## src/rtl/core/heater_power_step_controller_macros.svh

```systemverilog
// assertion macros shared by the heater power step controller modules
`ifndef HEATER_POWER_STEP_CONTROLLER_MACROS_SVH
`define HEATER_POWER_STEP_CONTROLLER_MACROS_SVH

// same-cycle implication, sampled on the block clock
`define HPSC_ASSERT_IMP(lbl, ante, cons) \
   lbl: assert property (@(posedge clock) disable iff (reset) (ante) |-> (cons)) \
      else $error("heater power step controller: implication check failed");

// next-cycle implication, sampled on the block clock
`define HPSC_ASSERT_NEXT(lbl, ante, cons) \
   lbl: assert property (@(posedge clock) disable iff (reset) (ante) |=> (cons)) \
      else $error("heater power step controller: next-cycle check failed");

`endif

```

## src/rtl/core/hpsc_pkg.sv

```systemverilog
// shared types and constants of the heater power step controller
package hpsc_pkg;

   // field widths
   localparam int TempWidth    = 14;
   localparam int RampWidth    = 13;
   localparam int RateWidth    = 12;
   localparam int LevelWidth   = 3;
   localparam int ErrWidth     = TempWidth + 1;
   localparam int ProjWidth    = 25;
   localparam int DivNumWidth  = 15;
   localparam int DivDenWidth  = 10;
   localparam int DivSteps     = DivNumWidth;
   localparam int CountWidth   = $clog2(DivSteps);
   localparam int PaddrWidth   = 5;
   localparam int DataWidth    = 32;

   // level limits
   localparam logic [LevelWidth-1:0] LevelOff    = 3'd0;
   localparam logic [LevelWidth-1:0] LevelSteady = 3'd2;
   localparam logic [LevelWidth-1:0] LevelMax    = 3'd4;

   // register reset values
   localparam logic [9:0]  HysteresisReset       = 10'd16;
   localparam logic [9:0]  LookaheadReset        = 10'd32;
   localparam logic [9:0]  ErrorPerLevelReset    = 10'd80;
   localparam logic [11:0] SteadyRampLimitReset  = 12'd26;
   localparam logic [13:0] LargeSteadyErrorReset = 14'd160;

   // register indexes
   typedef enum logic [2:0] {
      REG_HYSTERESIS         = 3'd0,
      REG_LOOKAHEAD_TIME     = 3'd1,
      REG_ERROR_PER_LEVEL    = 3'd2,
      REG_STEADY_RAMP_LIMIT  = 3'd3,
      REG_LARGE_STEADY_ERROR = 3'd4
   } reg_idx_type;

   // controller states
   typedef enum logic [2:0] {
      ST_IDLE,
      ST_CALC,
      ST_CHECK,
      ST_DIVIDE,
      ST_RESOLVE,
      ST_DELIVER
   } state_type;

   // configuration registers
   typedef struct packed {
      logic [9:0]  hysteresis;
      logic [9:0]  lookahead_time;
      logic [9:0]  error_per_level;
      logic [11:0] steady_ramp_limit;
      logic [13:0] large_steady_error;
   } cfg_type;

   // controller to datapath commands
   typedef struct packed {
      logic capture;
      logic calc;
      logic div_init;
      logic div_step;
      logic load_off;
      logic load_hold;
      logic load_calc;
      logic publish;
   } cmd_type;

   // datapath to controller status
   typedef struct packed {
      logic force_off;
      logic in_band;
   } sts_type;

endpackage

```

## src/rtl/core/hpsc_csr.sv

```systemverilog
// configuration register file with apb-style access
module hpsc_csr (
   input  logic                                clock,
   input  logic                                reset,
   input  logic                                csr_psel,
   input  logic                                csr_penable,
   input  logic                                csr_pwrite,
   input  logic [hpsc_pkg::PaddrWidth-1:0]     csr_paddr,
   input  logic [hpsc_pkg::DataWidth-1:0]      csr_pwdata,
   output logic [hpsc_pkg::DataWidth-1:0]      csr_prdata,
   output logic                                csr_pready,
   output hpsc_pkg::cfg_type                   cfg
);

   hpsc_pkg::cfg_type     cfg_ff, cfg_in;
   hpsc_pkg::reg_idx_type reg_idx;
   logic                  wr_en;

   assign reg_idx    = hpsc_pkg::reg_idx_type'(csr_paddr[4:2]);
   assign wr_en      = csr_psel & csr_penable & csr_pwrite;
   assign csr_pready = 1'b1;
   assign cfg        = cfg_ff;

   // register write decode
   always_comb begin
      cfg_in = cfg_ff;
      if (wr_en) begin
         unique case (reg_idx)
            hpsc_pkg::REG_HYSTERESIS:         cfg_in.hysteresis = csr_pwdata[9:0];
            hpsc_pkg::REG_LOOKAHEAD_TIME:     cfg_in.lookahead_time = csr_pwdata[9:0];
            hpsc_pkg::REG_ERROR_PER_LEVEL:    cfg_in.error_per_level = csr_pwdata[9:0];
            hpsc_pkg::REG_STEADY_RAMP_LIMIT:  cfg_in.steady_ramp_limit = csr_pwdata[11:0];
            hpsc_pkg::REG_LARGE_STEADY_ERROR: cfg_in.large_steady_error = csr_pwdata[13:0];
            default: ;
         endcase
      end
   end

   // register read mux
   always_comb begin
      csr_prdata = '0;
      unique case (reg_idx)
         hpsc_pkg::REG_HYSTERESIS:        csr_prdata = {22'd0, cfg_ff.hysteresis};
         hpsc_pkg::REG_LOOKAHEAD_TIME:    csr_prdata = {22'd0, cfg_ff.lookahead_time};
         hpsc_pkg::REG_ERROR_PER_LEVEL:   csr_prdata = {22'd0, cfg_ff.error_per_level};
         hpsc_pkg::REG_STEADY_RAMP_LIMIT: csr_prdata = {20'd0, cfg_ff.steady_ramp_limit};
         hpsc_pkg::REG_LARGE_STEADY_ERROR:
            csr_prdata = {{18{cfg_ff.large_steady_error[13]}}, cfg_ff.large_steady_error};
         default: csr_prdata = '0;
      endcase
   end

   always_ff @(posedge clock) begin
      if (reset) begin
         cfg_ff.hysteresis         <= hpsc_pkg::HysteresisReset;
         cfg_ff.lookahead_time     <= hpsc_pkg::LookaheadReset;
         cfg_ff.error_per_level    <= hpsc_pkg::ErrorPerLevelReset;
         cfg_ff.steady_ramp_limit  <= hpsc_pkg::SteadyRampLimitReset;
         cfg_ff.large_steady_error <= hpsc_pkg::LargeSteadyErrorReset;
      end else begin
         cfg_ff <= cfg_in;
      end
   end

endmodule

```

## src/rtl/core/hpsc_divider.sv

```systemverilog
// restoring divider, one quotient bit per step
`include "heater_power_step_controller_macros.svh"

module hpsc_divider (
   input  logic                                clock,
   input  logic                                reset,
   input  logic                                div_init,
   input  logic                                div_step,
   input  logic [hpsc_pkg::DivNumWidth-1:0]    numerator,
   input  logic [hpsc_pkg::DivDenWidth-1:0]    divisor,
   output logic [hpsc_pkg::DivNumWidth-1:0]    quotient
);

   logic [hpsc_pkg::DivDenWidth-1:0] rem_ff, rem_in;
   logic [hpsc_pkg::DivDenWidth-1:0] den_ff, den_in;
   logic [hpsc_pkg::DivNumWidth-1:0] quo_ff, quo_in;
   logic [hpsc_pkg::DivDenWidth:0]   shifted;
   logic [hpsc_pkg::DivDenWidth:0]   diff;
   logic                             fits;

   // trial subtract of the shifted partial remainder
   assign shifted = {rem_ff, quo_ff[hpsc_pkg::DivNumWidth-1]};
   assign diff    = shifted - {1'b0, den_ff};
   assign fits    = shifted >= {1'b0, den_ff};

   always_comb begin
      rem_in = rem_ff;
      den_in = den_ff;
      quo_in = quo_ff;
      if (div_init) begin
         rem_in = '0;
         den_in = divisor;
         quo_in = numerator;
      end else if (div_step) begin
         rem_in = fits ? diff[hpsc_pkg::DivDenWidth-1:0]
                       : shifted[hpsc_pkg::DivDenWidth-1:0];
         quo_in = {quo_ff[hpsc_pkg::DivNumWidth-2:0], fits};
      end
   end

   always_ff @(posedge clock) begin
      rem_ff <= rem_in;
      den_ff <= den_in;
      quo_ff <= quo_in;
   end

   assign quotient = quo_ff;

   // partial remainder always stays below the divisor
   `HPSC_ASSERT_IMP(a_rem_below_divisor, div_step, rem_ff < den_ff)

endmodule

```

## src/rtl/core/hpsc_datapath.sv

```systemverilog
// datapath: error terms, feedforward, correction and level registers
`include "heater_power_step_controller_macros.svh"

module hpsc_datapath (
   input  logic                                       clock,
   input  logic                                       reset,
   input  hpsc_pkg::cmd_type                          cmd,
   output hpsc_pkg::sts_type                          sts,
   input  hpsc_pkg::cfg_type                          cfg,
   input  logic signed [hpsc_pkg::TempWidth-1:0]      req_target_temp,
   input  logic signed [hpsc_pkg::TempWidth-1:0]      req_actual_temp,
   input  logic signed [hpsc_pkg::RampWidth-1:0]      req_target_ramp,
   input  logic signed [hpsc_pkg::RampWidth-1:0]      req_actual_ramp,
   input  logic [hpsc_pkg::RateWidth-1:0]             req_heating_rate,
   output logic [hpsc_pkg::LevelWidth-1:0]            rsp_power_level
);

   // captured transaction
   logic signed [hpsc_pkg::TempWidth-1:0] tt_ff, at_ff;
   logic signed [hpsc_pkg::RampWidth-1:0] tr_ff, ar_ff;
   logic [hpsc_pkg::RateWidth-1:0]        rate_ff;

   // first stage results
   logic signed [hpsc_pkg::ErrWidth-1:0]  err_ff, err_calc;
   logic signed [hpsc_pkg::ProjWidth-1:0] prod_ff, prod_calc;
   logic [hpsc_pkg::LevelWidth-1:0]       ff_ff, ff_calc;

   // level registers
   logic [hpsc_pkg::LevelWidth-1:0] level_ff, level_in;
   logic [hpsc_pkg::LevelWidth-1:0] held_ff, held_in;
   logic [hpsc_pkg::LevelWidth-1:0] rsp_level_ff, rsp_level_in;

   // calc stage signals
   logic signed [hpsc_pkg::RampWidth-1:0] ar_pos;
   logic signed [hpsc_pkg::RampWidth:0]   ramp_diff;
   logic [15:0]                           ff_num, ff_d1, ff_d2, ff_d3, ff_d4;

   // check stage signals
   logic signed [15:0]                     err_ext, neg_hyst, lse_ext;
   logic signed [hpsc_pkg::ProjWidth-1:0]  proj, neg_hyst_proj;
   logic [hpsc_pkg::ErrWidth-1:0]          abs_full;
   logic [hpsc_pkg::TempWidth-1:0]         abs_err;
   logic [hpsc_pkg::DivDenWidth-1:0]       divisor;
   logic [hpsc_pkg::DivNumWidth-1:0]       numerator;
   logic [hpsc_pkg::DivNumWidth-1:0]       quotient;

   // resolve stage signals
   logic [hpsc_pkg::DivNumWidth-1:0] corr;
   logic signed [16:0]               steps, capped;
   logic                             steady;
   logic [hpsc_pkg::LevelWidth-1:0]  calc_level;

   // error, lookahead product and rounded feedforward
   assign err_calc  = {tt_ff[13], tt_ff} - {at_ff[13], at_ff};
   assign ar_pos    = ar_ff[12] ? '0 : ar_ff;
   assign ramp_diff = {tr_ff[12], tr_ff} - {ar_pos[12], ar_pos};
   assign prod_calc = 25'(ramp_diff) * 25'($signed({1'b0, cfg.lookahead_time}));
   assign ff_num    = {1'b0, tr_ff[11:0], 3'b000} + {4'd0, rate_ff};
   assign ff_d1     = {3'd0, rate_ff, 1'b0};
   assign ff_d2     = {ff_d1[14:0], 1'b0};
   assign ff_d4     = {ff_d1[13:0], 2'b00};
   assign ff_d3     = ff_d2 + ff_d1;

   always_comb begin
      if (rate_ff == '0)          ff_calc = 3'd0;
      else if (ff_num >= ff_d4)   ff_calc = 3'd4;
      else if (ff_num >= ff_d3)   ff_calc = 3'd3;
      else if (ff_num >= ff_d2)   ff_calc = 3'd2;
      else if (ff_num >= ff_d1)   ff_calc = 3'd1;
      else                        ff_calc = 3'd0;
   end

   // overshoot, projected overshoot and dead band checks
   assign err_ext       = {err_ff[14], err_ff};
   assign neg_hyst      = 16'sd0 - $signed({6'd0, cfg.hysteresis});
   assign proj          = {{2{err_ff[14]}}, err_ff, 8'd0} + prod_ff;
   assign neg_hyst_proj = 25'sd0 - $signed({7'd0, cfg.hysteresis, 8'd0});
   assign abs_full      = err_ff[14] ? (15'd0 - err_ff) : err_ff;
   assign abs_err       = abs_full[13:0];

   assign sts.force_off = tr_ff[12] | (err_ext < neg_hyst) | (proj < neg_hyst_proj);
   assign sts.in_band   = abs_err <= {4'd0, cfg.hysteresis};

   // ceiling division operands
   assign divisor   = (cfg.error_per_level == '0) ? 10'd1 : cfg.error_per_level;
   assign numerator = {1'b0, abs_err} + {5'd0, divisor} - 15'd1;

   hpsc_divider u_divider (
      .clock     (clock),
      .reset     (reset),
      .div_init  (cmd.div_init),
      .div_step  (cmd.div_step),
      .numerator (numerator),
      .divisor   (divisor),
      .quotient  (quotient)
   );

   // feedforward plus signed correction, steady cap and clamp
   assign corr    = (quotient == '0) ? 15'd1 : quotient;
   assign lse_ext = {{2{cfg.large_steady_error[13]}}, cfg.large_steady_error};
   assign steady  = (tr_ff[11:0] <= cfg.steady_ramp_limit) & (err_ext < lse_ext);

   always_comb begin
      if (!err_ff[14] && (err_ff != '0)) steps = {14'd0, ff_ff} + {2'd0, corr};
      else                               steps = {14'd0, ff_ff} - {2'd0, corr};
      capped = (steady && (steps > 17'sd2)) ? 17'sd2 : steps;
      if (capped < 17'sd0)      calc_level = hpsc_pkg::LevelOff;
      else if (capped > 17'sd4) calc_level = hpsc_pkg::LevelMax;
      else                      calc_level = capped[2:0];
   end

   // level select and publish
   always_comb begin
      level_in     = level_ff;
      held_in      = held_ff;
      rsp_level_in = rsp_level_ff;
      if (cmd.load_off)       level_in = hpsc_pkg::LevelOff;
      else if (cmd.load_hold) level_in = held_ff;
      else if (cmd.load_calc) level_in = calc_level;
      if (cmd.publish) begin
         held_in      = level_ff;
         rsp_level_in = level_ff;
      end
   end

   // payload registers
   always_ff @(posedge clock) begin
      if (cmd.capture) begin
         tt_ff   <= req_target_temp;
         at_ff   <= req_actual_temp;
         tr_ff   <= req_target_ramp;
         ar_ff   <= req_actual_ramp;
         rate_ff <= req_heating_rate;
      end
      if (cmd.calc) begin
         err_ff  <= err_calc;
         prod_ff <= prod_calc;
         ff_ff   <= ff_calc;
      end
      level_ff     <= level_in;
      rsp_level_ff <= rsp_level_in;
   end

   // held level is controller state
   always_ff @(posedge clock) begin
      if (reset) begin
         held_ff <= hpsc_pkg::LevelOff;
      end else begin
         held_ff <= held_in;
      end
   end

   assign rsp_power_level = rsp_level_ff;

   // a published level is in range and matches the stored level
   `HPSC_ASSERT_NEXT(a_publish_level_ok, cmd.publish,
                     (held_ff <= hpsc_pkg::LevelMax) && (rsp_level_ff == held_ff))

endmodule

```

## src/rtl/core/hpsc_ctrl.sv

```systemverilog
// controller state machine sequencing the datapath
`include "heater_power_step_controller_macros.svh"

module hpsc_ctrl (
   input  logic              clock,
   input  logic              reset,
   input  logic              req_valid,
   output logic              req_ready,
   output logic              rsp_valid,
   input  logic              rsp_ready,
   input  hpsc_pkg::sts_type sts,
   output hpsc_pkg::cmd_type cmd
);

   hpsc_pkg::state_type                state_ff, state_in;
   logic [hpsc_pkg::CountWidth-1:0]    count_ff, count_in;
   logic                               rsp_valid_ff, rsp_valid_in;
   logic                               div_last;
   logic                               slot_free;

   assign div_last  = count_ff == hpsc_pkg::CountWidth'(hpsc_pkg::DivSteps - 1);
   assign slot_free = !rsp_valid_ff || rsp_ready;

   // next state
   always_comb begin
      state_in = state_ff;
      unique case (state_ff)
         hpsc_pkg::ST_IDLE:    if (req_valid) state_in = hpsc_pkg::ST_CALC;
         hpsc_pkg::ST_CALC:    state_in = hpsc_pkg::ST_CHECK;
         hpsc_pkg::ST_CHECK: begin
            if (sts.force_off || sts.in_band) state_in = hpsc_pkg::ST_DELIVER;
            else                              state_in = hpsc_pkg::ST_DIVIDE;
         end
         hpsc_pkg::ST_DIVIDE:  if (div_last) state_in = hpsc_pkg::ST_RESOLVE;
         hpsc_pkg::ST_RESOLVE: state_in = hpsc_pkg::ST_DELIVER;
         hpsc_pkg::ST_DELIVER: if (slot_free) state_in = hpsc_pkg::ST_IDLE;
         default:              state_in = hpsc_pkg::ST_IDLE;
      endcase
   end

   // outputs
   always_comb begin
      cmd       = '0;
      req_ready = 1'b0;
      unique case (state_ff)
         hpsc_pkg::ST_IDLE: begin
            req_ready   = 1'b1;
            cmd.capture = req_valid;
         end
         hpsc_pkg::ST_CALC:    cmd.calc = 1'b1;
         hpsc_pkg::ST_CHECK: begin
            if (sts.force_off)    cmd.load_off  = 1'b1;
            else if (sts.in_band) cmd.load_hold = 1'b1;
            else                  cmd.div_init  = 1'b1;
         end
         hpsc_pkg::ST_DIVIDE:  cmd.div_step  = 1'b1;
         hpsc_pkg::ST_RESOLVE: cmd.load_calc = 1'b1;
         hpsc_pkg::ST_DELIVER: cmd.publish   = slot_free;
         default: ;
      endcase
   end

   // divide step counter and result valid
   assign count_in     = (state_ff == hpsc_pkg::ST_DIVIDE) ? count_ff + 1'b1 : '0;
   assign rsp_valid_in = cmd.publish | (rsp_valid_ff & ~rsp_ready);

   always_ff @(posedge clock) begin
      if (reset) begin
         state_ff     <= hpsc_pkg::ST_IDLE;
         count_ff     <= '0;
         rsp_valid_ff <= 1'b0;
      end else begin
         state_ff     <= state_in;
         count_ff     <= count_in;
         rsp_valid_ff <= rsp_valid_in;
      end
   end

   assign rsp_valid = rsp_valid_ff;

   // accepted transaction moves straight into the calc step
   `HPSC_ASSERT_NEXT(a_accept_to_calc, req_valid && req_ready,
                     state_ff == hpsc_pkg::ST_CALC)
   // last divide step hands over to resolve
   `HPSC_ASSERT_NEXT(a_divide_done, (state_ff == hpsc_pkg::ST_DIVIDE) && div_last,
                     state_ff == hpsc_pkg::ST_RESOLVE)
   // publish presents a result and frees the input side
   `HPSC_ASSERT_NEXT(a_publish_shows, cmd.publish,
                     rsp_valid_ff && (state_ff == hpsc_pkg::ST_IDLE))

endmodule

```

## src/rtl/core/heater_power_step_controller.sv

```systemverilog
// heater power step controller: a transaction is forced off or held in band, or its
// level is computed by the 15-step serial divider. The result sits in an output
// register and the next transaction is taken while it waits.
// synchronous active-high reset clears the state machine, result valid, held level
// (heater off) and the configuration registers to their defaults.
module heater_power_step_controller (
   input  logic                                   clock,
   input  logic                                   reset,
   input  logic                                   req_valid,
   output logic                                   req_ready,
   input  logic signed [hpsc_pkg::TempWidth-1:0]  req_target_temp,
   input  logic signed [hpsc_pkg::TempWidth-1:0]  req_actual_temp,
   input  logic signed [hpsc_pkg::RampWidth-1:0]  req_target_ramp,
   input  logic signed [hpsc_pkg::RampWidth-1:0]  req_actual_ramp,
   input  logic [hpsc_pkg::RateWidth-1:0]         req_heating_rate,
   output logic                                   rsp_valid,
   input  logic                                   rsp_ready,
   output logic [hpsc_pkg::LevelWidth-1:0]        rsp_power_level,
   input  logic                                   csr_psel,
   input  logic                                   csr_penable,
   input  logic                                   csr_pwrite,
   input  logic [hpsc_pkg::PaddrWidth-1:0]        csr_paddr,
   input  logic [hpsc_pkg::DataWidth-1:0]         csr_pwdata,
   output logic [hpsc_pkg::DataWidth-1:0]         csr_prdata,
   output logic                                   csr_pready
);

   hpsc_pkg::cfg_type cfg;
   hpsc_pkg::cmd_type cmd;
   hpsc_pkg::sts_type sts;

   // configuration registers
   hpsc_csr u_csr (
      .clock       (clock),
      .reset       (reset),
      .csr_psel    (csr_psel),
      .csr_penable (csr_penable),
      .csr_pwrite  (csr_pwrite),
      .csr_paddr   (csr_paddr),
      .csr_pwdata  (csr_pwdata),
      .csr_prdata  (csr_prdata),
      .csr_pready  (csr_pready),
      .cfg         (cfg)
   );

   // sequencing
   hpsc_ctrl u_ctrl (
      .clock     (clock),
      .reset     (reset),
      .req_valid (req_valid),
      .req_ready (req_ready),
      .rsp_valid (rsp_valid),
      .rsp_ready (rsp_ready),
      .sts       (sts),
      .cmd       (cmd)
   );

   // arithmetic
   hpsc_datapath u_datapath (
      .clock            (clock),
      .reset            (reset),
      .cmd              (cmd),
      .sts              (sts),
      .cfg              (cfg),
      .req_target_temp  (req_target_temp),
      .req_actual_temp  (req_actual_temp),
      .req_target_ramp  (req_target_ramp),
      .req_actual_ramp  (req_actual_ramp),
      .req_heating_rate (req_heating_rate),
      .rsp_power_level  (rsp_power_level)
   );

endmodule
```

## config.mk

```make
export PLATFORM = sky130hd
export DESIGN_NAME = heater_power_step_controller
export DESIGN_NICKNAME = d
export VERILOG_FILES = /design/src/rtl/core/hpsc_pkg.sv /design/src/rtl/core/hpsc_csr.sv /design/src/rtl/core/hpsc_divider.sv /design/src/rtl/core/hpsc_datapath.sv /design/src/rtl/core/hpsc_ctrl.sv /design/src/rtl/core/heater_power_step_controller.sv
export VERILOG_INCLUDE_DIRS = /design/src /design/src/rtl/core
export SDC_FILE = /design/constraint.sdc
export NUM_CORES = 1
export LEC_CHECK = 0
export BUFFER_PORTS_ARGS = -buffer_cell sky130_fd_sc_hd__buf_4
export CORE_ASPECT_RATIO = 1.5
export CORE_UTILIZATION = 68
export DETAILED_ROUTE_END_ITERATION = 6
export PLACE_DENSITY = 0.84
export SLEW_MARGIN = 20
export SYNTH_ARGS = -nofsm -noshare
export SYNTH_HDL_FRONTEND = slang
export SYNTH_SLANG_ARGS = --single-unit
```

## constraint.sdc

```tcl
create_clock -name clock -period 11.5 [get_ports clock]
set_clock_uncertainty 0.05 [all_clocks]
set_input_delay 0.575 -clock clock [delete_from_list [all_inputs] [get_ports clock]]
set_output_delay 0.575 -clock clock [all_outputs]
set_load 0.02 [all_outputs]
```

; ---- Word level (Yosys, flattened, before mapping)
; Cells that the tools add are included.
[word_totals]
inputBits = 110
out_inout_bits = 38
word_cells = 131
reg_bits = 217
[classes]
order_cmp = 13
reduce_logical = 22
eq_ne = 13
n_mux = 36
bitwise = 9
n_mul = 1
add_sub_neg = 14
[ops]
columns = operator, n
row1 = 32-bit one-hot mux with 5 select lines, 1
row2 = 15-bit 2-to-1 mux, 3
row3 = 17-bit 2-to-1 mux, 2
row4 = 3-bit 2-to-1 mux, 11
row5 = 25-bit adder, 1
row6 = 25-bit less-than comparator, 1
row7 = 14-bit by 11-bit multiplier with 25-bit output, 1
row8 = 10-bit 2-to-1 mux, 2
row9 = 1-bit by 18-bit subtractor with 19-bit output (first input constant), 1
row10 = 3-bit one-hot mux with 6 select lines, 1
row11 = 17-bit by 3-bit > comparator with 1-bit output (second input constant), 1
row12 = 17-bit by 4-bit > comparator with 1-bit output (second input constant), 1
row13 = 17-bit by 1-bit less-than comparator with 1-bit output (second input constant), 1
row14 = 15-bit by 12-bit adder with 16-bit output, 1
row15 = 3-bit by 15-bit adder with 16-bit output, 1
row16 = 16-bit by 13-bit >= comparator with 1-bit output, 1
row17 = 16-bit by 14-bit >= comparator with 1-bit output, 1
row18 = 16-bit by 15-bit >= comparator with 1-bit output, 1
row19 = 16-bit >= comparator, 1
row20 = 3-bit by 15-bit subtractor with 16-bit output, 1
row21 = 14-bit by 10-bit adder with 15-bit output, 1
row22 = 14-bit by 13-bit adder with 15-bit output, 1
row23 = 15-bit logical NOT, 1
row24 = 15-bit by 11-bit less-than comparator with 1-bit output, 1
row25 = 35 further kinds, 70

; ---- Logic depth before layout (Yosys ltp)
; Gate-level depths: netlist (run 1).
[depth]
word_depth = 12
ltp_mapped = 31
depth_no_buf = 30

; ---- By module
; A second synthesis (run 1) with hierarchy kept.
[hier_totals]
hier_cells = 2330
area_unflattened_um2 = 21871.0
[modules_own_cells]
columns = mod, instances, area_each_um2, cells_each, seq_area_each_um2
row1 = hpsc_datapath, 1, 16641.0, 1820, 3243.1
row2 = hpsc_csr, 1, 2912.8, 300, 1121.1
row3 = hpsc_divider, 1, 1865.5, 156, 950.9
row4 = hpsc_ctrl, 1, 451.7, 54, 160.2

; ---- Worst setup path before layout (run 1)
; OpenSTA, ideal clock, no wires.
[synth_timing]
kind = register -> register
start = register u_datapath.ar_ff[12] in the netlist's numbering
end = register u_datapath.prod_ff[24] in the netlist's numbering, data pin
arrival_ns = 6.910
setup_ns = 0.268
path_buffers = 2
path_stages_with_launch = 30
required_ns = 11.182
slack_ns = 4.272
cell_sequence = edfxtp_1 -> clkbuf_1 -> nand2b_1 -> ha_1 -> nor2b_1 -> o21ai_0 -> a21boi_0 -> o21ai_0 -> a21oi_1 -> a31oi_1 -> a211o_1 -> clkbuf_1 -> mux2_2 -> fa_1 -> inv_1 -> fa_1 -> fa_1 -> fa_1 -> inv_1 -> fa_1 -> inv_1 -> ha_1 -> a21o_1 -> a21o_1 -> a21oi_1 -> nor2_1 -> a21oi_1 -> o31ai_1 -> o41ai_1 -> xnor2_1
[synth_via]
elab_chain_cells = 3
[synth_lines]
columns = element, line
row1 = from (decl), hpsc_datapath.sv:20  ; logic signed [hpsc_pkg::RampWidth-1:0] tr_ff, ar_ff;
row2 = from (signal assigned), hpsc_datapath.sv:132  ; ar_ff <= req_actual_ramp;
row3 = 12-bit 2-to-1 mux, hpsc_datapath.sv:55  ; assign ar_pos = ar_ff[12] ? '0 : ar_ff;
row4 = 13-bit by 13-bit subtractor with 14-bit output, hpsc_datapath.sv:56  ; assign ramp_diff = {tr_ff[12], tr_ff} - {ar_pos[12], ar_pos};
row5 = 14-bit by 11-bit multiplier with 25-bit output, hpsc_datapath.sv:57  ; assign prod_calc = 25'(ramp_diff) * 25'($signed({1'b0, cfg.lookahead_time}));
row6 = "via u_datapath.prod_calc, one bit", hpsc_datapath.sv:25  ; logic signed [hpsc_pkg::ProjWidth-1:0] prod_ff, prod_calc;
row7 = to (signal assigned), hpsc_datapath.sv:137  ; prod_ff <= prod_calc;
row8 = to (decl), hpsc_datapath.sv:25
; The timed path passes the listed nets, and every way through them passes these cells.
; A chain may end at the register's enable or synchronous reset.

; ---- Worst setup path after layout (run 1)
; Same ends and word-level chain as after synthesis.

==> impl_summary.txt, run 1 <==
----------------------------------------------------
[Cells and area]
  Ratio of cells with drive above 1 in the final layout ... 9.32%
  Number of diodes ... 0
  Final std cells w/o fill ... 2873
  Area used by sequential logic in the layout ... 0.00548 mm²
  Leading cell types in the layout, fill and taps excluded ... 350 x sky130_fd_sc_hd__inv_1, 286 x sky130_fd_sc_hd__ha_1, 212 x sky130_fd_sc_hd__nand2_1, 138 x sky130_fd_sc_hd__fa_1, 138 x sky130_fd_sc_hd__buf_4
  Post-route cell area ... 0.0235 mm²
  Final-layout fill cell count ... 2243
  Most common cell after layout, fill and taps aside ... sky130_fd_sc_hd__inv_1
  Nets@finish ... 2985
  Area taken by multi-input logic gates ... 0.0144 mm²
  Post-synthesis to final-layout area growth ... 8.88%

[Clocking]
  Clock transition at the registers of the reported paths ... 70 ps
  Clock latency on the worst-skew pair ... 540 ps
  Postcts setup bufs ... 0
  Post-cts gate resize count ... 0
  Clk root buf ... sky130_fd_sc_hd__clkbuf_16
  Clock tree from TritonCTS ... yes
  Num CTS Buffers ... 23
  Hold buffers post-CTS ... 0
  Max H-tree Level ... 1
  Longest Clk Path Bufs ... 3
  Clock Sink Count ... 209

[Setup path]
  Type of the setup path with the least slack ... reg2reg
  Worst reg2reg startpoint ... u_datapath.ar_ff[12]$_DFFE_PP_
  Setup crit end kind ... flop
  Most numerous cell on the critical path ... sky130_fd_sc_hd__fa_1
  Required time of the critical path ... 11720 ps
  Reg2reg end ... u_datapath.prod_ff[24]$_DFFE_PP_
  Critical-path cell list ... nand2b_1, ha_1, nor2b_1, o21ai_0, a21boi_0, o21ai_0, nor2b_1, xnor2_1, nand2_1, fa_1, fa_1, fa_1, fa_1, inv_1, fa_1, ha_1, or3_1, o311a_1, o41a_1, o41ai_2, o31ai_1, o41ai_1, xnor2_1
  Timing startpoint of the critical path ... u_datapath.ar_ff[12]$_DFFE_PP_
  Worst reg-to-reg path cell count ... 23
  Nature of the critical path startpoint ... flop
  Instance count on the critical path ... 23
  Internal reg-to-reg setup slack ... 3400 ps
  Worst path top cell family by delay ... adder cells
  Buffers plus inverters on the worst setup path ... 1
  Termination of the worst setup path ... u_datapath.prod_ff[24]$_DFFE_PP_
  Worst-path cell with the longest stage delay ... sky130_fd_sc_hd__xnor2_1
  Biggest cell delay along the critical path ... 700 ps
  Critical path arrival ... 8310 ps
  Critical path fanouts, max ... 12

[Drt]
  Routed Antenna Nets ... 0
  Remaining routing DRC violations ... 0
  Total routed wirelength ... 53.4 mm
  Total number of vias ... 17300
  Mean number of vias per cell ... 6.02
  Routed wirelength normalized by instance count ... 18.6 µm
  Iter 0 DRT Violations ... 867
  Drt first pass iters ... 4

[Placed design]
  Placement Cell Area ... 0.0227 mm²
  Final weighted congestion in routability-driven placement ... 0.960
  Number of I/O port buffers ... 126
  Post-DP HPWL ... 42.6 mm
  Placed insts ... 2831

[Yosys]
  Top-area cell type share of the netlist area ... 18.0%
  Net count of the mapped netlist ... 2914
  Synthesized instance count ... 2380
  Number of warnings reported in the yosys synthesis log ... 0
  Dominant synthesized flop cell ... sky130_fd_sc_hd__edfxtp_1
  Portion of the post-synthesis area used by sequential elements ... 25.4%
  Top cells by area, synth ... sky130_fd_sc_hd__edfxtp_1 18%, sky130_fd_sc_hd__ha_1 17%, sky130_fd_sc_hd__fa_1 13%
  Number of different library cells in the post-synthesis netlist ... 83
  Number of flops mapped to enable cells by yosys ... 129
  Synthesis-stage register bit count ... 209
  Biggest area consumer among synthesized cells ... sky130_fd_sc_hd__edfxtp_1
  Mapped Avg Cell Area ... 9.07 µm²
  Post-synthesis async set-or-reset flop share ... 0%
  Syn Std Cell Area ... 0.0216 mm²

[Floorplan]
  Overall die width ... 147 µm
  Standard-cell rows ... 79
  Starting utilization of the core area ... 69.3%
  Number of ports placed on the die boundary ... 148
  Area of the core ... 0.0311 mm²
  Full die area ... 0.0325 mm²
  Die boundary height ... 220 µm

[Power and ir drop]
  Switching power total ... 2.38 mW
  Power, Total ... 5.22 mW
  Worst IR Drop VDD ... 0.165 mV
  Cell-internal power ... 2.85 mW
  Fraction of power consumed by the clock network ... 14.7%
  Leak ... 10.7 nW
  Sequential share of power ... 22.9%
  Pwr/cell area ... 222 mW/mm²
  Combinational Power Share ... 62.4%
  Switching portion of total power ... 45.5%

[Timing]
  Upper clock frequency limit ... 0.124 GHz
  Final-report setup violation count ... 0
  Time the worst path needs with I/O delays and setup ... 8100 ps
  Relative slew slack ... 25.7%
  Final Cycle Share ... 70.4%
  Accumulated negative setup slack ... 0 ps
  Slew at the pin closest to its max-slew limit ... 1110 ps
  Hold Vio Cnt, Final ... 0
  Setup repair after global routing missed its margin ... false
  Smallest hold slack ... 161 ps
  Max-slew violation count ... 0

[GRT]
  Via count of the first global-routing pass ... 18100
  Sum of overflow across all layers after global routing ... 0
  Pin count of the biggest net entering global routing ... 68
  Antenna violations before repair ... 0
  Overall global routing resource usage ... 33.7%
  Global-route wire length before repair ... 86.6 mm

[Flow run]
  Reported max-cap violation count ... 0

[Worst hold path]
  Worst min-delay path category ... in2reg

[Run status]
  Status ... completed

----------------------------------------------------
-- worst reg2reg max path, cell delays in order (launching register included) --
cell and delay (ps):
sky130_fd_sc_hd__edfxtp_1 520, sky130_fd_sc_hd__nand2b_1 230, sky130_fd_sc_hd__ha_1 270, sky130_fd_sc_hd__nor2b_1 120, sky130_fd_sc_hd__o21ai_0 110, sky130_fd_sc_hd__a21boi_0 240
sky130_fd_sc_hd__o21ai_0 180, sky130_fd_sc_hd__nor2b_1 180, sky130_fd_sc_hd__xnor2_1 700, sky130_fd_sc_hd__nand2_1 200, sky130_fd_sc_hd__fa_1 540, sky130_fd_sc_hd__fa_1 540
sky130_fd_sc_hd__fa_1 440, sky130_fd_sc_hd__fa_1 540, sky130_fd_sc_hd__inv_1 50, sky130_fd_sc_hd__fa_1 470, sky130_fd_sc_hd__ha_1 240, sky130_fd_sc_hd__or3_1 420
sky130_fd_sc_hd__o311a_1 340, sky130_fd_sc_hd__o41a_1 350, sky130_fd_sc_hd__o41ai_2 410, sky130_fd_sc_hd__o31ai_1 220, sky130_fd_sc_hd__o41ai_1 340, sky130_fd_sc_hd__xnor2_1 130
-- routing by layer --
layer | wire [µm] | track usage (%) | vias to the layer above
met5 | 0 | 0 | -
met4 | 3610 | 22.5 | 0
met3 | 2350 | 3.77 | 189
met2 | 27700 | 63.1 | 516
met1 | 19700 | 35.4 | 8334
li1 | - | - | 8257
-- how the worst min path moves through the flow --
stage,from,end,depth (start not counted)
finish,req_heating_rate[8],u_datapath.rate_ff[8]$_DFFE_PP_,1
CTS,req_actual_ramp[12],u_datapath.ar_ff[12]$_DFFE_PP_,1
global route,req_actual_ramp[12],u_datapath.ar_ff[12]$_DFFE_PP_,1
global placement,u_csr.cfg[24]$_SDFFE_PP0P_,u_csr.cfg[24]$_SDFFE_PP0P_,2
detailed placement,u_csr.cfg[12]$_SDFFE_PP0P_,u_csr.cfg[12]$_SDFFE_PP0P_,2
floorplan,u_datapath.level_ff[1]$_SDFFE_PP0P_,u_datapath.rsp_power_level[1]$_DFFE_PP_,0
-- sequential cells by signal (all words and copies together) (netlist names), 4 cells and up --
name / flops
u_csr.cfg: 56
u_datapath.ar_ff: 13
u_ctrl.count_ff: 4
u_datapath.prod_ff: 17
u_datapath.rate_ff: 12
u_datapath.u_divider.rem_ff: 10
u_datapath.u_divider.quotient: 15
u_datapath.tt_ff: 14
u_datapath.err_ff: 15
u_datapath.tr_ff: 13
u_datapath.at_ff: 14
u_datapath.u_divider.den_ff: 10
-- metrics by stage --
step	utilization, %	setup slack (ps)
3_3_place_gp	73.0	3470
3_5_place_dp	73.0	3160
4_1_cts	75.5	3140
2_1_floorplan	-	4270
5_1_grt	75.5	2720
6_report	75.5	3400
-- final cells by class --
type / instances / area share (%)
clock inverter: 18 / 0.820
multi-input combinational: 1729 / 61.3
sequential: 209 / 23.3
timing repair buffer: 138 / 4.41
clock buffer: 24 / 2.47
inverter: 350 / 5.59
tap: 405 / 2.16
-- power groups by stage --
stage               clock network (mW)  registers (mW)  logic, mW
floorplan                            0            1.12       2.51
global placement                     0            1.20       3.06
detailed placement                   0            1.20       3.21
CTS                              0.778            1.19       3.25
global route                     0.802            1.21       3.69
finish                           0.766            1.20       3.26
-- kinds of logic (layout without fill, tap and decap cells) --
family | after synthesis | in the layout | synth area share [%]
AO/OA/AOI/OAI | 451 | 451 | 13.8
XOR/XNOR | 116 | 116 | 4.71
adder cells (fa/ha/maj) | 424 | 424 | 29.4
buffers and inverters | 442 | 530 | 8.09
flip-flops | 209 | 209 | 25.4
multiplexers | 63 | 63 | 2.97
other | 1 | 1 | 0.0174
AND/OR/NAND/NOR | 674 | 674 | 15.7
-- synthesized netlist by cell type, types with 19 or more instances --
cell / n
sky130_fd_sc_hd__nand3_1: 34
sky130_fd_sc_hd__edfxtp_1: 129
sky130_fd_sc_hd__inv_1: 350
sky130_fd_sc_hd__xor2_1: 27
sky130_fd_sc_hd__nor2_1: 131
sky130_fd_sc_hd__nand2b_1: 43
sky130_fd_sc_hd__dfxtp_1: 80
sky130_fd_sc_hd__ha_1: 286
sky130_fd_sc_hd__buf_4: 19
sky130_fd_sc_hd__nand2_1: 212
sky130_fd_sc_hd__a21o_1: 33
sky130_fd_sc_hd__nor3_1: 44
sky130_fd_sc_hd__mux2i_1: 54
sky130_fd_sc_hd__clkbuf_1: 64
sky130_fd_sc_hd__xnor2_1: 89
sky130_fd_sc_hd__o21a_1: 24
sky130_fd_sc_hd__fa_1: 138
sky130_fd_sc_hd__a21oi_1: 135
sky130_fd_sc_hd__nor2b_1: 45
sky130_fd_sc_hd__o21ai_0: 81
sky130_fd_sc_hd__and2_1: 60
No activity file was read; power rests on OpenSTA's default activity.
==> inputs of run 2 (changes only) <==
Settings changed: CORE_UTILIZATION 68 to 63, PLACE_DENSITY 0.84 to 0.79.
Clock period 11.5 ns to 8.4 ns, I/O delays scaled along.
==> run 2 against run 1 <==
Non-clock buffer count up 36. Count of clock-buffer cells in the layout is 9 higher. Largest power group unchanged. Setup slack got worse by 2900 ps. Core utilization fell by 4.1 points. Highest routed layer unchanged. Largest cell class unchanged. Total power rose by 39%. Combinational power is 38% higher. Register-to-register slack got worse by 2900 ps. Via count grew 0.29%. Clock power increased by 42%. Critical path type unchanged.
==> impl_summary.txt, run 2 (synthesis results as in run 1) <==
----------------------------------------------------
[Floorplan]
  Number of ports placed on the die boundary ... 148 (unchanged)
  Overall die width ... 153 µm (+3.8%)
  Standard-cell rows ... 82 (+3.8%)
  Starting utilization of the core area ... 64.3% (-5.0 points)
  Full die area ... 0.0350 mm² (+7.8%)
  Area of the core ... 0.0335 mm² (+7.8%)
  Die boundary height ... 229 µm (+3.9%)

[Power and ir drop]
  Worst IR Drop VDD ... 0.290 mV (+76%)
  Leak ... 10.9 nW (+1.7%)
  Pwr/cell area ... 303 mW/mm² (+36%)

[Drt]
  Iter 0 DRT Violations ... 1040 (+20%)
  Mean number of vias per cell ... 5.93 (-1.6%)
  Routed wirelength normalized by instance count ... 18.5 µm (-0.39%)
  Total number of vias ... 17300 (+0.29%)
  Routed Antenna Nets ... 0 (unchanged)
  Remaining routing DRC violations ... 0 (unchanged)
  Drt first pass iters ... 5 (+1)
  Total routed wirelength ... 54.2 mm (+1.5%)

[Timing]
  Upper clock frequency limit ... 0.127 GHz (+3.1%)
  Setup repair after global routing missed its margin ... false
  Max-slew violation count ... 0 (unchanged)
  Final Cycle Share ... 93.5% (+23 points)
  Time the worst path needs with I/O delays and setup ... 7850 ps (-245 ps)
  Hold Vio Cnt, Final ... 0 (unchanged)
  Accumulated negative setup slack ... 0 ps (unchanged)
  Slew at the pin closest to its max-slew limit ... 1070 ps (-40.7 ps)
  Relative slew slack ... 28.4% (+2.7 points)
  Final-report setup violation count ... 0 (unchanged)

[Clocking]
  Clock tree from TritonCTS ... yes
  Clock Sink Count ... 209 (unchanged)
  Longest Clk Path Bufs ... 3 (unchanged)
  Postcts setup bufs ... 0 (unchanged)
  Max H-tree Level ... 1 (unchanged)
  Num CTS Buffers ... 25 (+8.7%)
  Clock transition at the registers of the reported paths ... 60 ps (about the same)
  Clock latency on the worst-skew pair ... 550 ps (about the same)
  Clk root buf ... sky130_fd_sc_hd__clkbuf_16

[Setup path]
  Critical path arrival ... 8080 ps (-230 ps)
  Worst-path cell with the longest stage delay ... sky130_fd_sc_hd__fa_1
  Critical path fanouts, max ... 12 (unchanged)
  Nature of the critical path startpoint ... flop
  Setup crit end kind ... flop
  Most numerous cell on the critical path ... sky130_fd_sc_hd__fa_1
  Type of the setup path with the least slack ... reg2reg
  Biggest cell delay along the critical path ... 580 ps (-120 ps)
  Required time of the critical path ... 8630 ps (-3090 ps)

[GRT]
  Overall global routing resource usage ... 31.5% (-2.2 points)
  Antenna violations before repair ... 0 (unchanged)
  Pin count of the biggest net entering global routing ... 68 (unchanged)
  Global-route wire length before repair ... 88.2 mm (+1.9%)
  Sum of overflow across all layers after global routing ... 0 (unchanged)
  Via count of the first global-routing pass ... 18000 (-0.64%)

[Flow run]
  Reported max-cap violation count ... 0 (unchanged)

[Placed design]
  Final weighted congestion in routability-driven placement ... 0.948 (-1.2%)
  Placed insts ... 2848 (+0.60%)
  Number of I/O port buffers ... 126 (unchanged)
  Post-DP HPWL ... 42.9 mm (+0.84%)

[Cells and area]
  Leading cell types in the layout, fill and taps excluded ... 350 x sky130_fd_sc_hd__inv_1, 286 x sky130_fd_sc_hd__ha_1, 212 x sky130_fd_sc_hd__nand2_1, 139 x sky130_fd_sc_hd__buf_4, 138 x sky130_fd_sc_hd__fa_1
  Final std cells w/o fill ... 2927 (+1.9%)
  Number of diodes ... 0 (unchanged)
  Most common cell after layout, fill and taps aside ... sky130_fd_sc_hd__inv_1
  Post-synthesis to final-layout area growth ... 10.9%
  Nets@finish ... 3023 (+1.3%)
  Largest register FFs ... 56 (unchanged)
  Ratio of cells with drive above 1 in the final layout ... 9.25% (-0.065 points)

[Run status]
  Status ... completed

[Worst hold path]
  Worst min-delay path category ... in2reg

----------------------------------------------------
[run 2: cell count changes in the layout (fill, tap and decap cells not counted), moves of 2 or more]
cell	before	now
sky130_fd_sc_hd__dlygate4sd3_1	0	34
sky130_fd_sc_hd__clkbuf_16	23	27
sky130_fd_sc_hd__clkbuf_1	1	4
sky130_fd_sc_hd__bufinv_16	3	1
sky130_fd_sc_hd__clkbuf_2	0	2
sky130_fd_sc_hd__clkinv_2	5	3
sky130_fd_sc_hd__clkinvlp_4	3	1
[run 2: metrics by stage]
stage	hold WS [ps]	total power, mW	util [%]	worst slack, ps	instance area [µm²]
5_1_grt	0.873	7.90	71.3	125	23900
2_1_floorplan	358	4.96	-	1170	21600
6_report	3.95	7.24	71.3	549	23900
4_1_cts	0.308	7.20	71.1	287	23900
3_5_place_dp	398	6.07	67.8	333	22800
3_3_place_gp	395	5.88	67.8	538	22700
[run 2: what timing repair did]
action                                  in CTS  in global routing
hold buffers                                30                  4
hold endpoints to repair                    30                  4
endpoints found under the setup margin       0                  1
resized for setup                            0                  1
[run 2: final timing paths]
path / end / slack [ps] / startpoint / depth (start not counted)
min reg2reg: u_csr.cfg[12]$_SDFFE_PP0P_ / 410 / u_csr.cfg[12]$_SDFFE_PP0P_ / 2
min: u_datapath.ar_ff[2]$_DFFE_PP_ / 4 / req_actual_ramp[2] / 1
max: u_datapath.prod_ff[24]$_DFFE_PP_ / 550 / u_datapath.ar_ff[12]$_DFFE_PP_ / 28
max reg2reg: u_datapath.prod_ff[24]$_DFFE_PP_ / 550 / u_datapath.ar_ff[12]$_DFFE_PP_ / 28
[run 2: worst max-delay path: cells and delay by family (launching register included)]
kind	cells	cell delay (ps)
adder cells (fa/ha/maj)	8	3640
AO/OA/AOI/OAI	11	2130
XOR/XNOR	2	650
flip-flops	1	490
AND/OR/NAND/NOR	4	480
buffers and inverters	3	150
[run 2: final cells by class]
class | instances | area, µm²
sequential | 209 | 5480
clock buffer | 33 | 701
fill | 2562 | 9620
clock inverter | 12 | 115
multi-input combinational | 1729 | 14400
timing repair buffer | 174 | 1390
inverter | 350 | 1310
tap | 420 | 526
[run 2: metal layers]
metal	up-vias	wire length (µm)	track usage [%]
met5	-	0	0
met4	0	3140	17.8
met3	161	2520	3.60
met2	486	28100	59.1
met1	8371	20400	34.0
li1	8329	-	-
[run 2: power breakdown]
part / switching [mW] / internal, mW
Sequential: 0.248 / 1.39
Combinational: 2.58 / 1.94
Clock: 0.460 / 0.626
Total: 3.28 / 3.95
==> inputs of run 3 (changes only) <==
Settings changed: ABC_AREA set to 1.
==> run 3 against run 2 <==
Routed wire length up 17%. Via count grew 10%. Setup slack better by 98 ps. Non-clock buffer count grew 20. Core utilization decreased by 0.16 points. Total power decreased by 18%. Sequential power shrank 12%. Clock power barely moved. Highest routed layer is now met5. Synthesized area increased by 0.85%. Final cell count is 14% higher.
==> impl_summary.txt, run 3 <==
----------------------------------------------------
[Run status]
  Status ... completed

[Drt]
  Mean number of vias per cell ... 5.76 (-2.8%)
  Remaining routing DRC violations ... 0 (unchanged)
  Total routed wirelength ... 63.5 mm (+17%)
  Total number of vias ... 19100 (+10%)
  Drt first pass iters ... 5 (unchanged)
  Iter 0 DRT Violations ... 1206 (+16%)
  Routed wirelength normalized by instance count ... 19.1 µm (+3.1%)
  Routed Antenna Nets ... 0 (unchanged)

[Setup path]
  Most numerous cell on the critical path ... sky130_fd_sc_hd__inv_1
  Worst-path cell with the longest stage delay ... sky130_fd_sc_hd__fa_1
  Critical path arrival ... 7970 ps (-110 ps)
  Critical path fanouts, max ... 11 (-1)
  Required time of the critical path ... 8620 ps (about the same)
  Nature of the critical path startpoint ... flop
  Worst path top cell family by delay ... adder cells
  Type of the setup path with the least slack ... reg2reg
  Buffers plus inverters on the worst setup path ... 7 (+4)
  Biggest cell delay along the critical path ... 730 ps (+150 ps)
  Setup crit end kind ... flop

[Power and ir drop]
  Leak ... 12.0 nW (+10%)
  Worst IR Drop VDD ... 0.236 mV (-19%)
  Pwr/cell area ... 244 mW/mm² (-19%)

[Clocking]
  Clk root buf ... sky130_fd_sc_hd__clkbuf_16
  Longest Clk Path Bufs ... 3 (unchanged)
  Max H-tree Level ... 1 (unchanged)
  Clock transition at the registers of the reported paths ... 70 ps (about the same)
  Clock Sink Count ... 209 (unchanged)
  Clock tree from TritonCTS ... yes
  Clock latency on the worst-skew pair ... 550 ps (about the same)
  Num CTS Buffers ... 22 (-12%)

[Yosys]
  Post-synthesis async set-or-reset flop share ... 0% (unchanged)
  Most frequent cells after synthesis ... 516 x sky130_fd_sc_hd__inv_1, 490 x sky130_fd_sc_hd__nand2_1, 286 x sky130_fd_sc_hd__ha_1
  Syn Std Cell Area ... 0.0218 mm² (+0.85%)
  Synthesized instance count ... 2741 (+15%)
  Number of warnings reported in the yosys synthesis log ... 0 (unchanged)
  Biggest area consumer among synthesized cells ... sky130_fd_sc_hd__edfxtp_1
  Net count of the mapped netlist ... 3275 (+12%)
  Number of different library cells in the post-synthesis netlist ... 57 (-31%)
  Most frequent cell after synthesis ... sky130_fd_sc_hd__inv_1
  Number of flops mapped to enable cells by yosys ... 129 (unchanged)
  Synthesis-stage register bit count ... 209 (unchanged)
  Top cells by area, synth ... sky130_fd_sc_hd__edfxtp_1 18%, sky130_fd_sc_hd__ha_1 16%, sky130_fd_sc_hd__fa_1 13%
  Portion of the post-synthesis area used by sequential elements ... 25.2% (-0.21 points)
  Mapped Avg Cell Area ... 7.94 µm² (-12%)
  Top-area cell type share of the netlist area ... 17.8% (-0.15 points)
  Dominant synthesized flop cell ... sky130_fd_sc_hd__edfxtp_1

[Placed design]
  Number of I/O port buffers ... 126 (unchanged)
  Final weighted congestion in routability-driven placement ... 1.02 (+7.9%)
  Post-DP HPWL ... 50.0 mm (+16%)
  Placed insts ... 3226 (+13%)
  Post-Place Worst Slack ... 776 ps (+444 ps)

[Worst hold path]
  Worst min-delay path category ... in2reg

[Floorplan]
  Overall die width ... 154 µm (+0.42%)
  Area of the core ... 0.0342 mm² (+1.8%)
  Starting utilization of the core area ... 63.7% (-0.62 points)
  Full die area ... 0.0353 mm² (+0.84%)
  Standard-cell rows ... 83 (+1.2%)
  Die boundary height ... 230 µm (+0.42%)
  Number of ports placed on the die boundary ... 148 (unchanged)

[Timing]
  Slew at the pin closest to its max-slew limit ... 1070 ps (+0.476 ps)
  Setup repair after global routing missed its margin ... false
  Time the worst path needs with I/O delays and setup ... 7750 ps (-98.3 ps)
  Accumulated negative setup slack ... 0 ps (unchanged)
  Hold Vio Cnt, Final ... 0 (unchanged)
  Final-report setup violation count ... 0 (unchanged)
  Max-slew violation count ... 0 (unchanged)
  Setup slack of the critical path after layout ... 647 ps (+98.3 ps)
  Relative slew slack ... 28.6% (+0.23 points)
  Upper clock frequency limit ... 0.129 GHz (+1.3%)
  Final Cycle Share ... 92.3% (-1.2 points)
  Smallest hold slack ... 16.4 ps (+12.4 ps)

[Flow run]
  Reported max-cap violation count ... 0 (unchanged)

[Cells and area]
  Nets@finish ... 3417 (+13%)
  Post-synthesis to final-layout area growth ... 11.7%
  Core Util, Final ... 71.2% (-0.16 points)
  Leading cell types in the layout, fill and taps excluded ... 516 x sky130_fd_sc_hd__inv_1, 490 x sky130_fd_sc_hd__nand2_1, 286 x sky130_fd_sc_hd__ha_1, 225 x sky130_fd_sc_hd__a21oi_1, 193 x sky130_fd_sc_hd__nor2_1
  Most common cell after layout, fill and taps aside ... sky130_fd_sc_hd__inv_1
  Final std cells w/o fill ... 3325 (+14%)
  Largest register FFs ... 56 (unchanged)
  Final-layout fill cell count ... 2697 (+5.3%)
  Ratio of cells with drive above 1 in the final layout ... 8.07% (-1.2 points)

[GRT]
  Via count of the first global-routing pass ... 19400 (+8.0%)
  Global-route wire length before repair ... 99.2 mm (+12%)
  Sum of overflow across all layers after global routing ... 0 (unchanged)
  Pin count of the biggest net entering global routing ... 67 (-1.5%)
  Overall global routing resource usage ... 36.4% (+4.9 points)
  Antenna violations before repair ... 1 (+1)

----------------------------------------------------
run 3: cell count changes in the layout (fill, tap and decap cells not counted), moves of 26 or more:
cell	previous run	this run
sky130_fd_sc_hd__nor2b_1	45	0
sky130_fd_sc_hd__a21oi_1	135	225
sky130_fd_sc_hd__nand2_1	212	490
sky130_fd_sc_hd__and2_1	59	6
sky130_fd_sc_hd__nand3_1	34	111
sky130_fd_sc_hd__a21o_1	33	7
sky130_fd_sc_hd__o21ai_0	81	132
sky130_fd_sc_hd__inv_1	350	516
sky130_fd_sc_hd__mux2i_1	54	0
sky130_fd_sc_hd__nand2b_1	43	1
sky130_fd_sc_hd__xnor2_1	88	37
sky130_fd_sc_hd__nor2_1	131	193
sky130_fd_sc_hd__xor2_1	27	77
run 3: metrics by stage:
| step | area (µm²) | power (mW) |
|---|---|---|
| global placement | 22900 | 4.62 |
| floorplan | 21800 | 3.80 |
| CTS | 24300 | 5.86 |
| finish | 24300 | 5.93 |
| detailed placement | 22900 | 4.75 |
| global route | 24300 | 6.38 |
run 3: final cells by class:
cell class	instances	area [µm²]	share of cell area, %
Clock inverter	15	220	0.906
Clock buffer	25	582	2.39
Tap cell	425	532	2.19
Sequential cell	209	5480	22.5
Multi-Input combinational cell	1928	13900	57.2
Inverter	528	1990	8.18
Timing Repair Buffer	194	1600	6.59
Antenna cell	1	2.50	0.0103
run 3: logic make-up after synthesis:
kind of cell	after synthesis	share of synthesized area [%]
buffers and inverters	604	11.0
other	1	0.0172
adders and majority gates	424	29.1
DFF	209	25.2
and+or+nand+nor	924	18.2
AOI/OAI and AO/OA	465	11.9
xor gates and xnor gates	114	4.59
run 3: worst paths after layout:
path | start | end | slack, ps | cells after the start
max reg2reg | u_datapath.ar_ff[12]$_DFFE_PP_ | u_datapath.prod_ff[24]$_DFFE_PP_ | 650 | 27
max | u_datapath.ar_ff[12]$_DFFE_PP_ | u_datapath.prod_ff[24]$_DFFE_PP_ | 650 | 27
min reg2reg | u_csr.cfg[27]$_SDFFE_PP0P_ | u_datapath.u_divider.den_ff[1]$_DFFE_PP_ | 380 | 0
min | req_target_temp[11] | u_datapath.tt_ff[11]$_DFFE_PP_ | 20 | 1
run 3: metal layers:
layer	global-route usage [%]	part of all wire [%]	vias up
met5	0	0.020	-
met1	37.4	35	8974
met4	27.9	8.7	2
li1	-	-	9172
met3	4.20	5.3	260
met2	67.0	51	737
run 3: what timing repair did:
item / CTS / global route
setup buffers: 0 / 0
hold buffers: 58 / 0
gates resized for setup: 0 / 0
hold endpoints to repair: 58 / 0
run 3: power by group:
group	internal [mW]	total [mW]	switching (mW)
Combinational	1.23	3.39	2.16
Sequential	1.30	1.45	0.157
Clock	0.632	1.08	0.447
Total	3.16	5.93	2.77
